### config.mk
export PLATFORM = sky130hd
export DESIGN_NAME = newton_cubic_root_finder
export DESIGN_NICKNAME = d
export VERILOG_FILES = /design/src/ncrf_pkg.sv /design/src/newton_cubic_root_finder.sv
export SDC_FILE = /design/constraint.sdc
export NUM_CORES = 2
export LEC_CHECK = 0
export BUFFER_PORTS_ARGS = -buffer_cell sky130_fd_sc_hd__buf_2
export CORE_ASPECT_RATIO = 0.75
export CORE_MARGIN = 4
export CORE_UTILIZATION = 45
export DETAILED_ROUTE_END_ITERATION = 8
export PLACE_DENSITY_LB_ADDON = 0.15
export SLEW_MARGIN = 20
export SYNTH_ARGS = -nofsm -noshare
export SYNTH_HDL_FRONTEND = slang
export SYNTH_SLANG_ARGS = --single-unit
### constraint.sdc
create_clock -name clk -period 16.3 [get_ports clk]
set_clock_uncertainty 0.15 [all_clocks]
set_input_delay 1.63 -clock clk [delete_from_list [all_inputs] [get_ports clk]]
set_output_delay 1.63 -clock clk [all_outputs]
set_load 0.02 [all_outputs]
### src/ncrf_pkg.sv
// Package of types, constants and helpers for the cubic Newton root finder.
package ncrf_pkg;

  localparam int DataWidth = 32;
  localparam int FracBits  = 16;
  localparam int TolWidth  = 31;
  localparam int IterWidth = 10;
  localparam int CfgIdxWidth = 3;
  localparam int QuoWidth  = DataWidth + FracBits;

  typedef logic signed [DataWidth-1:0] data_t;
  typedef logic [IterWidth-1:0] iter_t;
  typedef logic [TolWidth-1:0] tol_t;

  typedef enum logic [1:0] {
    STAT_CONVERGED = 2'd0,
    STAT_ZERO_DERIV = 2'd1,
    STAT_LIMIT = 2'd2,
    STAT_OVERFLOW = 2'd3
  } status_t;

  typedef enum logic [2:0] {
    REG_COEF_CUBIC = 3'd0,
    REG_COEF_SQUARE = 3'd1,
    REG_COEF_LINEAR_SUB = 3'd2,
    REG_COEF_CONST = 3'd3,
    REG_TOLERANCE = 3'd4,
    REG_MAX_ITERATIONS = 3'd5
  } reg_idx_t;

  // Sequencer states; each evaluation step uses the one multiplier or adder.
  typedef enum logic [4:0] {
    ST_IDLE,
    ST_X2,
    ST_X3,
    ST_AX3,
    ST_BX2,
    ST_CX0,
    ST_AX2,
    ST_BX0,
    ST_F1,
    ST_F2,
    ST_F3,
    ST_D1,
    ST_D2,
    ST_D3,
    ST_D4,
    ST_D5,
    ST_CHECK,
    ST_DIV,
    ST_NEWX,
    ST_STEP,
    ST_DECIDE
  } state_t;

  localparam data_t VMax = {1'b0, {(DataWidth-1){1'b1}}};
  localparam data_t VMin = {1'b1, {(DataWidth-1){1'b0}}};

  // Saturating sum of two signed values; flag set on clamp.
  function automatic logic [DataWidth:0] sat_add(input data_t a, input data_t b);
    logic signed [DataWidth:0] s;
    data_t r;
    logic o;
    s = {a[DataWidth-1], a} + {b[DataWidth-1], b};
    o = (s[DataWidth] != s[DataWidth-1]);
    r = o ? (s[DataWidth] ? VMin : VMax) : s[DataWidth-1:0];
    return {o, r};
  endfunction

  // Absolute value, with the most negative number clamped to the largest.
  function automatic logic [DataWidth-1:0] sat_abs(input data_t a);
    logic [DataWidth-1:0] r;
    r = a[DataWidth-1] ? ((a == VMin) ? VMax : DataWidth'(-a)) : a;
    return r;
  endfunction

endpackage

### src/newton_cubic_root_finder.sv
// Top level of the cubic Newton root finder with its shared datapath and sequencer.
//
// Usage: program the coefficients a, b, c, d (signed Q16.16), the tolerance and
// the iteration limit through the cfg_ write port while the block is idle.
// Then pulse start with in_start_x, the starting guess, while busy is low.
// The block runs Newton steps on f(x) = a*x^3 + b*x^2 - c*x + d, one step being
// seven products through one 32x32 multiplier, a chain of saturating adds
// through one adder, and a restoring divide that produces one
// quotient bit a cycle. The default iteration limit is 100.
// When done, out_valid is high for one cycle with the root, the last step, the
// iteration count and the status word. busy stays high from the accepted start
// until that cycle; start is ignored while busy. The receiver cannot stall, so
// the result word must be taken in its cycle. Synchronous active-low reset
// returns the sequencer to idle and the registers to their reset values:
// zero coefficients, tolerance 66 and an iteration limit of 100.
module newton_cubic_root_finder (
  input  logic                                   clk,
  input  logic                                   rst_n,
  input  logic                                   start,
  output logic                                   busy,
  input  logic signed [ncrf_pkg::DataWidth-1:0]  in_start_x,
  input  logic                                   cfg_we,
  input  logic [ncrf_pkg::CfgIdxWidth-1:0]       cfg_index,
  input  logic [ncrf_pkg::DataWidth-1:0]         cfg_data,
  output logic                                   out_valid,
  output logic signed [ncrf_pkg::DataWidth-1:0]  out_root,
  output logic signed [ncrf_pkg::DataWidth-1:0]  out_last_step,
  output logic [ncrf_pkg::IterWidth-1:0]         out_iteration_count,
  output logic [1:0]                             out_status
);

  localparam int DW = ncrf_pkg::DataWidth;
  localparam int FB = ncrf_pkg::FracBits;
  localparam int QW = ncrf_pkg::QuoWidth;
  localparam int CW = $clog2(QW + 1);

  // Configuration registers.
  ncrf_pkg::data_t coef_a_r, coef_b_r, coef_c_r, coef_d_r;
  ncrf_pkg::tol_t  tol_r;
  ncrf_pkg::iter_t max_it_r;

  always_ff @(posedge clk) begin
    if (!rst_n) begin
      coef_a_r <= '0;
      coef_b_r <= '0;
      coef_c_r <= '0;
      coef_d_r <= '0;
      tol_r    <= ncrf_pkg::TolWidth'(66);
      max_it_r <= ncrf_pkg::IterWidth'(100);
    end else if (cfg_we) begin
      unique case (cfg_index)
        ncrf_pkg::REG_COEF_CUBIC:      coef_a_r <= cfg_data;
        ncrf_pkg::REG_COEF_SQUARE:     coef_b_r <= cfg_data;
        ncrf_pkg::REG_COEF_LINEAR_SUB: coef_c_r <= cfg_data;
        ncrf_pkg::REG_COEF_CONST:      coef_d_r <= cfg_data;
        ncrf_pkg::REG_TOLERANCE:       tol_r    <= cfg_data[ncrf_pkg::TolWidth-1:0];
        ncrf_pkg::REG_MAX_ITERATIONS:  max_it_r <= cfg_data[ncrf_pkg::IterWidth-1:0];
        default: ;
      endcase
    end
  end

  // Working registers.
  ncrf_pkg::state_t state_r, state_nxt;
  ncrf_pkg::data_t x0_r, x0_nxt, xn_r, xn_nxt, x2_r, x2_nxt, x3_r, x3_nxt;
  ncrf_pkg::data_t p1_r, p1_nxt, p2_r, p2_nxt, p3_r, p3_nxt;
  ncrf_pkg::data_t t_r, t_nxt, bx0_r, bx0_nxt, f_r, f_nxt, fd_r, fd_nxt;
  ncrf_pkg::data_t acc_r, acc_nxt, step_r, step_nxt;
  ncrf_pkg::iter_t k_r, k_nxt;
  logic ovf_r, ovf_nxt;
  logic out_valid_r, out_valid_nxt;
  logic [1:0] status_r, status_nxt;

  // Divider state: restoring, one quotient bit per cycle.
  logic [QW-1:0] num_r, num_nxt, quo_r, quo_nxt;
  logic [DW:0]   rem_r, rem_nxt;
  logic [DW-1:0] den_r, den_nxt;
  logic          qneg_r, qneg_nxt;
  logic [CW-1:0] cnt_r, cnt_nxt;

  // Shared multiplier: sign-magnitude, shift by FracBits, saturate.
  ncrf_pkg::data_t mul_a, mul_b;
  logic [DW-1:0]   mag_a, mag_b;
  logic [2*DW-1:0] prod;
  logic [2*DW-FB-1:0] prod_sh;
  logic            mul_neg, mul_ovf;
  ncrf_pkg::data_t mul_res;

  always_comb begin
    mag_a   = mul_a[DW-1] ? DW'(-mul_a) : mul_a;
    mag_b   = mul_b[DW-1] ? DW'(-mul_b) : mul_b;
    prod    = mag_a * mag_b;
    prod_sh = prod[2*DW-1:FB];
    mul_neg = mul_a[DW-1] ^ mul_b[DW-1];
    if (mul_neg) begin
      mul_ovf = (prod_sh > (2*DW-FB)'({1'b1, {(DW-1){1'b0}}}));
      mul_res = mul_ovf ? ncrf_pkg::VMin : DW'(-prod_sh[DW-1:0]);
    end else begin
      mul_ovf = (prod_sh > (2*DW-FB)'(ncrf_pkg::VMax));
      mul_res = mul_ovf ? ncrf_pkg::VMax : prod_sh[DW-1:0];
    end
  end

  // Shared saturating adder.
  ncrf_pkg::data_t add_a, add_b, add_res;
  logic add_ovf;
  assign {add_ovf, add_res} = ncrf_pkg::sat_add(add_a, add_b);

  // Divider trial subtract.
  logic [DW:0] rem_sh;
  logic        rem_ge;
  assign rem_sh = {rem_r[DW-1:0], num_r[QW-1]};
  assign rem_ge = (rem_sh >= {1'b0, den_r});

  // Quotient magnitude to signed saturated value.
  logic            q_ovf;
  ncrf_pkg::data_t q_res;
  always_comb begin
    if (qneg_r) begin
      q_ovf = (quo_r > QW'({1'b1, {(DW-1){1'b0}}}));
      q_res = q_ovf ? ncrf_pkg::VMin : DW'(-quo_r[DW-1:0]);
    end else begin
      q_ovf = (quo_r > QW'(ncrf_pkg::VMax));
      q_res = q_ovf ? ncrf_pkg::VMax : quo_r[DW-1:0];
    end
  end

  logic conv;
  assign conv = (ncrf_pkg::sat_abs(step_r) < {1'b0, tol_r}) &&
                (ncrf_pkg::sat_abs(f_r) < {1'b0, tol_r});

  always_comb begin
    state_nxt = state_r;
    x0_nxt = x0_r; xn_nxt = xn_r; x2_nxt = x2_r; x3_nxt = x3_r;
    p1_nxt = p1_r; p2_nxt = p2_r; p3_nxt = p3_r; t_nxt = t_r;
    bx0_nxt = bx0_r; f_nxt = f_r; fd_nxt = fd_r; acc_nxt = acc_r;
    step_nxt = step_r; k_nxt = k_r; ovf_nxt = ovf_r;
    status_nxt = status_r; out_valid_nxt = 1'b0;
    num_nxt = num_r; quo_nxt = quo_r; rem_nxt = rem_r; den_nxt = den_r;
    qneg_nxt = qneg_r; cnt_nxt = cnt_r;
    mul_a = x0_r; mul_b = x0_r;
    add_a = acc_r; add_b = acc_r;

    unique case (state_r)
      // The result cycle still counts as busy, so a start there waits.
      ncrf_pkg::ST_IDLE: begin
        if (start && !busy) begin
          xn_nxt = in_start_x;
          x0_nxt = in_start_x;
          k_nxt = '0;
          ovf_nxt = 1'b0;
          state_nxt = ncrf_pkg::ST_X2;
        end
      end
      ncrf_pkg::ST_X2: begin
        x0_nxt = xn_r;
        mul_a = xn_r; mul_b = xn_r;
        x2_nxt = mul_res; ovf_nxt = ovf_r | mul_ovf;
        state_nxt = ncrf_pkg::ST_X3;
      end
      ncrf_pkg::ST_X3: begin
        mul_a = x2_r; mul_b = x0_r;
        x3_nxt = mul_res; ovf_nxt = ovf_r | mul_ovf;
        state_nxt = ncrf_pkg::ST_AX3;
      end
      ncrf_pkg::ST_AX3: begin
        mul_a = coef_a_r; mul_b = x3_r;
        p1_nxt = mul_res; ovf_nxt = ovf_r | mul_ovf;
        state_nxt = ncrf_pkg::ST_BX2;
      end
      ncrf_pkg::ST_BX2: begin
        mul_a = coef_b_r; mul_b = x2_r;
        p2_nxt = mul_res; ovf_nxt = ovf_r | mul_ovf;
        state_nxt = ncrf_pkg::ST_CX0;
      end
      ncrf_pkg::ST_CX0: begin
        mul_a = coef_c_r; mul_b = x0_r;
        p3_nxt = mul_res; ovf_nxt = ovf_r | mul_ovf;
        state_nxt = ncrf_pkg::ST_AX2;
      end
      ncrf_pkg::ST_AX2: begin
        mul_a = coef_a_r; mul_b = x2_r;
        t_nxt = mul_res; ovf_nxt = ovf_r | mul_ovf;
        state_nxt = ncrf_pkg::ST_BX0;
      end
      ncrf_pkg::ST_BX0: begin
        mul_a = coef_b_r; mul_b = x0_r;
        bx0_nxt = mul_res; ovf_nxt = ovf_r | mul_ovf;
        state_nxt = ncrf_pkg::ST_F1;
      end
      // f = a*x3 + ((b*x2 - c*x0) + d). The subtraction saturates as a-b;
      // negating p3 would mis-saturate at the most negative value, so that
      // case of p3 is handled apart below.
      ncrf_pkg::ST_F1: begin
        add_a = p2_r; add_b = DW'(-p3_r);
        if (p3_r == ncrf_pkg::VMin) begin
          acc_nxt = p2_r[DW-1] ? DW'(p2_r - p3_r) : ncrf_pkg::VMax;
          ovf_nxt = ovf_r | ~p2_r[DW-1];
        end else begin
          acc_nxt = add_res; ovf_nxt = ovf_r | add_ovf;
        end
        state_nxt = ncrf_pkg::ST_F2;
      end
      ncrf_pkg::ST_F2: begin
        add_a = acc_r; add_b = coef_d_r;
        acc_nxt = add_res; ovf_nxt = ovf_r | add_ovf;
        state_nxt = ncrf_pkg::ST_F3;
      end
      ncrf_pkg::ST_F3: begin
        add_a = p1_r; add_b = acc_r;
        f_nxt = add_res; ovf_nxt = ovf_r | add_ovf;
        state_nxt = ncrf_pkg::ST_D1;
      end
      ncrf_pkg::ST_D1: begin
        add_a = t_r; add_b = t_r;
        acc_nxt = add_res; ovf_nxt = ovf_r | add_ovf;
        state_nxt = ncrf_pkg::ST_D2;
      end
      ncrf_pkg::ST_D2: begin
        add_a = acc_r; add_b = t_r;
        acc_nxt = add_res; ovf_nxt = ovf_r | add_ovf;
        state_nxt = ncrf_pkg::ST_D3;
      end
      ncrf_pkg::ST_D3: begin
        add_a = bx0_r; add_b = bx0_r;
        p1_nxt = add_res; ovf_nxt = ovf_r | add_ovf;
        state_nxt = ncrf_pkg::ST_D4;
      end
      ncrf_pkg::ST_D4: begin
        add_a = acc_r; add_b = p1_r;
        acc_nxt = add_res; ovf_nxt = ovf_r | add_ovf;
        state_nxt = ncrf_pkg::ST_D5;
      end
      ncrf_pkg::ST_D5: begin
        add_a = acc_r; add_b = DW'(-coef_c_r);
        if (coef_c_r == ncrf_pkg::VMin) begin
          fd_nxt = acc_r[DW-1] ? DW'(acc_r - coef_c_r) : ncrf_pkg::VMax;
          ovf_nxt = ovf_r | ~acc_r[DW-1];
        end else begin
          fd_nxt = add_res; ovf_nxt = ovf_r | add_ovf;
        end
        k_nxt = k_r + 1'b1;
        state_nxt = ncrf_pkg::ST_CHECK;
      end
      ncrf_pkg::ST_CHECK: begin
        if (fd_r == '0) begin
          xn_nxt = x0_r;
          step_nxt = '0;
          status_nxt = ncrf_pkg::STAT_ZERO_DERIV;
          out_valid_nxt = 1'b1;
          state_nxt = ncrf_pkg::ST_IDLE;
        end else begin
          num_nxt = {(f_r[DW-1] ? DW'(-f_r) : f_r), {FB{1'b0}}};
          den_nxt = fd_r[DW-1] ? DW'(-fd_r) : fd_r;
          qneg_nxt = f_r[DW-1] ^ fd_r[DW-1];
          rem_nxt = '0;
          quo_nxt = '0;
          cnt_nxt = CW'(QW);
          state_nxt = ncrf_pkg::ST_DIV;
        end
      end
      ncrf_pkg::ST_DIV: begin
        rem_nxt = rem_ge ? (rem_sh - {1'b0, den_r}) : rem_sh;
        quo_nxt = {quo_r[QW-2:0], rem_ge};
        num_nxt = {num_r[QW-2:0], 1'b0};
        cnt_nxt = cnt_r - 1'b1;
        if (cnt_r == CW'(1)) begin
          state_nxt = ncrf_pkg::ST_NEWX;
        end
      end
      // xn = x0 - q, done as x0 + (-q) with the most negative q handled apart.
      ncrf_pkg::ST_NEWX: begin
        add_a = x0_r; add_b = DW'(-q_res);
        if (q_res == ncrf_pkg::VMin) begin
          xn_nxt = x0_r[DW-1] ? DW'(x0_r - q_res) : ncrf_pkg::VMax;
          ovf_nxt = ovf_r | q_ovf | ~x0_r[DW-1];
        end else begin
          xn_nxt = add_res; ovf_nxt = ovf_r | q_ovf | add_ovf;
        end
        state_nxt = ncrf_pkg::ST_STEP;
      end
      ncrf_pkg::ST_STEP: begin
        add_a = xn_r; add_b = DW'(-x0_r);
        if (x0_r == ncrf_pkg::VMin) begin
          step_nxt = xn_r[DW-1] ? DW'(xn_r - x0_r) : ncrf_pkg::VMax;
          ovf_nxt = ovf_r | ~xn_r[DW-1];
        end else begin
          step_nxt = add_res; ovf_nxt = ovf_r | add_ovf;
        end
        state_nxt = ncrf_pkg::ST_DECIDE;
      end
      ncrf_pkg::ST_DECIDE: begin
        if (conv) begin
          status_nxt = ovf_r ? ncrf_pkg::STAT_OVERFLOW : ncrf_pkg::STAT_CONVERGED;
          out_valid_nxt = 1'b1;
          state_nxt = ncrf_pkg::ST_IDLE;
        end else if (k_r >= max_it_r) begin
          status_nxt = ovf_r ? ncrf_pkg::STAT_OVERFLOW : ncrf_pkg::STAT_LIMIT;
          out_valid_nxt = 1'b1;
          state_nxt = ncrf_pkg::ST_IDLE;
        end else begin
          state_nxt = ncrf_pkg::ST_X2;
        end
      end
      default: state_nxt = ncrf_pkg::ST_IDLE;
    endcase
  end

  always_ff @(posedge clk) begin
    if (!rst_n) begin
      state_r <= ncrf_pkg::ST_IDLE;
      out_valid_r <= 1'b0;
    end else begin
      state_r <= state_nxt;
      out_valid_r <= out_valid_nxt;
    end
  end

  always_ff @(posedge clk) begin
    x0_r <= x0_nxt; xn_r <= xn_nxt; x2_r <= x2_nxt; x3_r <= x3_nxt;
    p1_r <= p1_nxt; p2_r <= p2_nxt; p3_r <= p3_nxt; t_r <= t_nxt;
    bx0_r <= bx0_nxt; f_r <= f_nxt; fd_r <= fd_nxt; acc_r <= acc_nxt;
    step_r <= step_nxt; k_r <= k_nxt; ovf_r <= ovf_nxt; status_r <= status_nxt;
    num_r <= num_nxt; quo_r <= quo_nxt; rem_r <= rem_nxt; den_r <= den_nxt;
    qneg_r <= qneg_nxt; cnt_r <= cnt_nxt;
  end

  // The result word sits on the ports while out_valid is high.
  assign busy                = (state_r != ncrf_pkg::ST_IDLE) || out_valid_r;
  assign out_valid           = out_valid_r;
  assign out_root            = xn_r;
  assign out_last_step       = step_r;
  assign out_iteration_count = k_r;
  assign out_status          = status_r;

  a_valid_pulse: assert property (@(posedge clk) disable iff (!rst_n)
    out_valid |=> !out_valid) else $error("result strobe longer than one cycle");
  a_valid_busy: assert property (@(posedge clk) disable iff (!rst_n)
    out_valid |-> busy) else $error("result strobe while not busy");
  a_count_nonzero: assert property (@(posedge clk) disable iff (!rst_n)
    out_valid |-> (out_iteration_count != '0)) else $error("result with no iteration");
  a_zero_deriv_step: assert property (@(posedge clk) disable iff (!rst_n)
    (out_valid && out_status == ncrf_pkg::STAT_ZERO_DERIV) |-> (out_last_step == '0))
    else $error("zero-derivative result with nonzero step");

endmodule

==> metrics <==
Clock Latency Late Sink ~0.7 ns; H-tree levels 3; post-route DRC violation count 0; WL final around 370000 µm; starting density of the core between 40% and 50%; Seq/Total Area, Yosys 24.9%; drt pass-1 iters 8; Max-slew headroom approximately an eighth; Syn Inst Count between 9k and 10k; fmax 0.0642 GHz; CP required around 17 ns; total negative slack 0 ns; placed cell areas between 80000 and 90000 µm²; Least-Margin Pin Slew roughly 1.3 ns; fin crit share a little over nine tenths; CTS tree built; Setup crit end x3_r[2]$_DFFE_PN_; Worst Reg-to-Reg Cells 41; synthesis-stage register bit count between 700 and 800; fillers 17.8k; max cap viols 0; Die X between 500 and 600 µm; critical path endpoint category flip-flop; port bufs 148; Max Root-Sink Buffers 3; Final Cell Area 91900 µm²; HP Class reg -> reg; row cnt between 100 and 150; number of setup violations in the final report 0; Die Ht approximately 380 µm; die area around 190000 µm²; CTS Buf Count 77; Syn-to-layout area delta 9.22%; Netlist Area Pre-Place about 84000 µm²; crit path DAT 15.84 ns; synthesized area per cell 8.59 µm²; CP max FO 21; Synth Flop Type edfxtp_1; first-pass GRT wire length roughly 530000 µm; Reg clk slew, reported paths approximately 0.070 ns; outcome finished clean; final-report hold violation count 0; clock sinks approximately 760; post-cts sizing count 0; Post-CTS Setup Bufs 0; layout cells sized above 1 7.78%; Reg with most FFs quo_r; area of the core approximately 190000 µm²; Reg-to-Reg End x3_r[2]$_DFFE_PN_; initial antenna violation count 44; RSZ-0062 raised after global routing false; max incr delay on CP 0.73 ns; total congestion overflow 0; post-route ant nets 0; Vias/cell 6.14; GRT Total Usage around 37%; via count 76.2k; Yosys warning count 0; # hold bufs at CTS 0; Initial DRC Count 10.7k; GPL Wtd Cong between 1 and 1.5; async set-reset flop share out of synthesis 0%; vias in the first global route approximately 72k; Nets around 11k; most used cell, CP fa_1; Largest register FFs 48; Worst path slowest cell dfxtp_1; EDFF count, synth slightly below 600; largest net degree at the start of global routing roughly 70; Period minus WS final 15.58 ns; detailed placement HPWL roughly 300000 µm; IO Count between 100 and 150; kind of critical path reg -> reg; Final Slew Violations 0; DR WL/cell a little under 30 µm; critical path launch point type flip-flop; reg2reg setup slack slightly above 0.7 ns; CTS Root Cell clkbuf_16; CP Launch Point state_r[4]$_SDFFE_PN0P_; RR Startpoint state_r[4]$_SDFFE_PN0P_; syn_nets 11.3k; Unique masters post-synth 99
cell families after synthesis:
family | synth area share [%]
buf+inv | 7.71
mux | 0.456
simple gates | 18.3
compound gates | 13.7
xor+xnor | 5.57
fa+ha+maj | 29.4
flops | 24.9
metrics by stage:
step	setup WS, ns	cells	hold slack [ns]	utilization [%]
global placement	0.883	12300	0.292	47.9
global route	0.0127	12400	0.322	49.4
finish	0.722	12400	0.305	49.4
detailed placement	0.521	12300	0.297	47.9
floorplan	2.90	9800	0.282	-
CTS	0.476	12400	0.306	49.3
cells in the mapped netlist, types with 34 or more instances:
master / n / area [µm²]
o21ai_0: 291 / 1460
nor2b_1: 58 / 363
a211oi_1: 39 / 293
o31ai_1: 68 / 510
a221oi_1: 74 / 648
nor3_1: 142 / 711
or2_2: 39 / 244
a21o_1: 96 / 721
nor2_1: 1103 / 4140
nor4_1: 57 / 357
ha_1: 536 / 6710
nand3_1: 224 / 1120
buf_1: 34 / 128
xnor2_1: 314 / 2750
nand2b_1: 79 / 494
or3_1: 64 / 400
a22oi_1: 163 / 1220
inv_1: 1230 / 4620
and2_1: 43 / 269
a31oi_1: 87 / 544
o22ai_1: 41 / 257
nand4_1: 74 / 463
dfxtp_1: 175 / 3500
a21oi_1: 608 / 3040
nand2_1: 1406 / 5280
clkbuf_1: 432 / 1620
xor2_1: 221 / 1940
and3_1: 112 / 701
fa_1: 901 / 18000
edfxtp_1: 580 / 17400
o21ai_1: 52 / 260
o21a_1: 47 / 353
worst min path at each step:
| stage | startpoint | to | cells after the start |
|---|---|---|---|
| 2_1_floorplan | coef_a_r[31]$_SDFFE_PN0P_ | coef_a_r[31]$_SDFFE_PN0P_ | 2 |
| 3_3_place_gp | coef_b_r[29]$_SDFFE_PN0P_ | coef_b_r[29]$_SDFFE_PN0P_ | 2 |
| 3_5_place_dp | coef_b_r[16]$_SDFFE_PN0P_ | coef_b_r[16]$_SDFFE_PN0P_ | 2 |
| 4_1_cts | coef_b_r[16]$_SDFFE_PN0P_ | coef_b_r[16]$_SDFFE_PN0P_ | 2 |
| 5_1_grt | tol_r[3]$_SDFFE_PN0P_ | tol_r[3]$_SDFFE_PN0P_ | 2 |
| 6_report | coef_b_r[12]$_SDFFE_PN0P_ | coef_b_r[12]$_SDFFE_PN0P_ | 2 |
metal layers:
metal  part of all wire [%]  global-route usage [%]
met5                   0.11                    1.12
met4                    3.3                    10.5
met3                     14                    12.8
met2                     39                    49.5
met1                     44                    56.9
placed cells by master (no fill, tap or decap), drive strengths merged, types with 22 or more instances in the layout:
cell type and count:
nand2 1407, inv 1240, nor2 1105, fa 901, a21oi 610, edfxtp 580, ha 536, buf 443
o21ai 343, xnor2 314, nand3 224, xor2 221, dfxtp 175, a22oi 163, nor3 144, and3 112
a21o 96, clkbuf 95, a31oi 88, nand2b 79, a221oi 74, nand4 74, o31ai 68, or3 64
nor4 61, nor2b 58, o21a 47, and2 45, o22ai 41, or2 41, a211oi 39, mux2i 32
o21bai 32, clkinv 32, o211ai 24, and4 22
critical path, delay by kind of cell, from the launching register on:
family / cells / cell delay [ns]
adders and majority gates: 9 / 4.69
buffers and inverters: 6 / 0.85
DFF: 1 / 0.73
xor gates and xnor gates: 2 / 0.82
AOI/OAI and AO/OA: 8 / 2.70
and+or+nand+nor: 16 / 5.23
cell type report:
cell class,instances,area [µm²],share of cell area (%)
inverter,1235,4640,5.05
timing repair buffer,444,2990,3.25
tap,2502,3130,3.41
sequential,755,20900,22.8
clock inverter,50,557,0.606
multi-input combinational,7324,57600,62.6
clock buffer,94,2080,2.27
antenna,12,30.0,0.0327
Power is left out: the tool's default activity adds up to more than one toggle a clock period on the data nets, which glitch-free logic cannot reach.
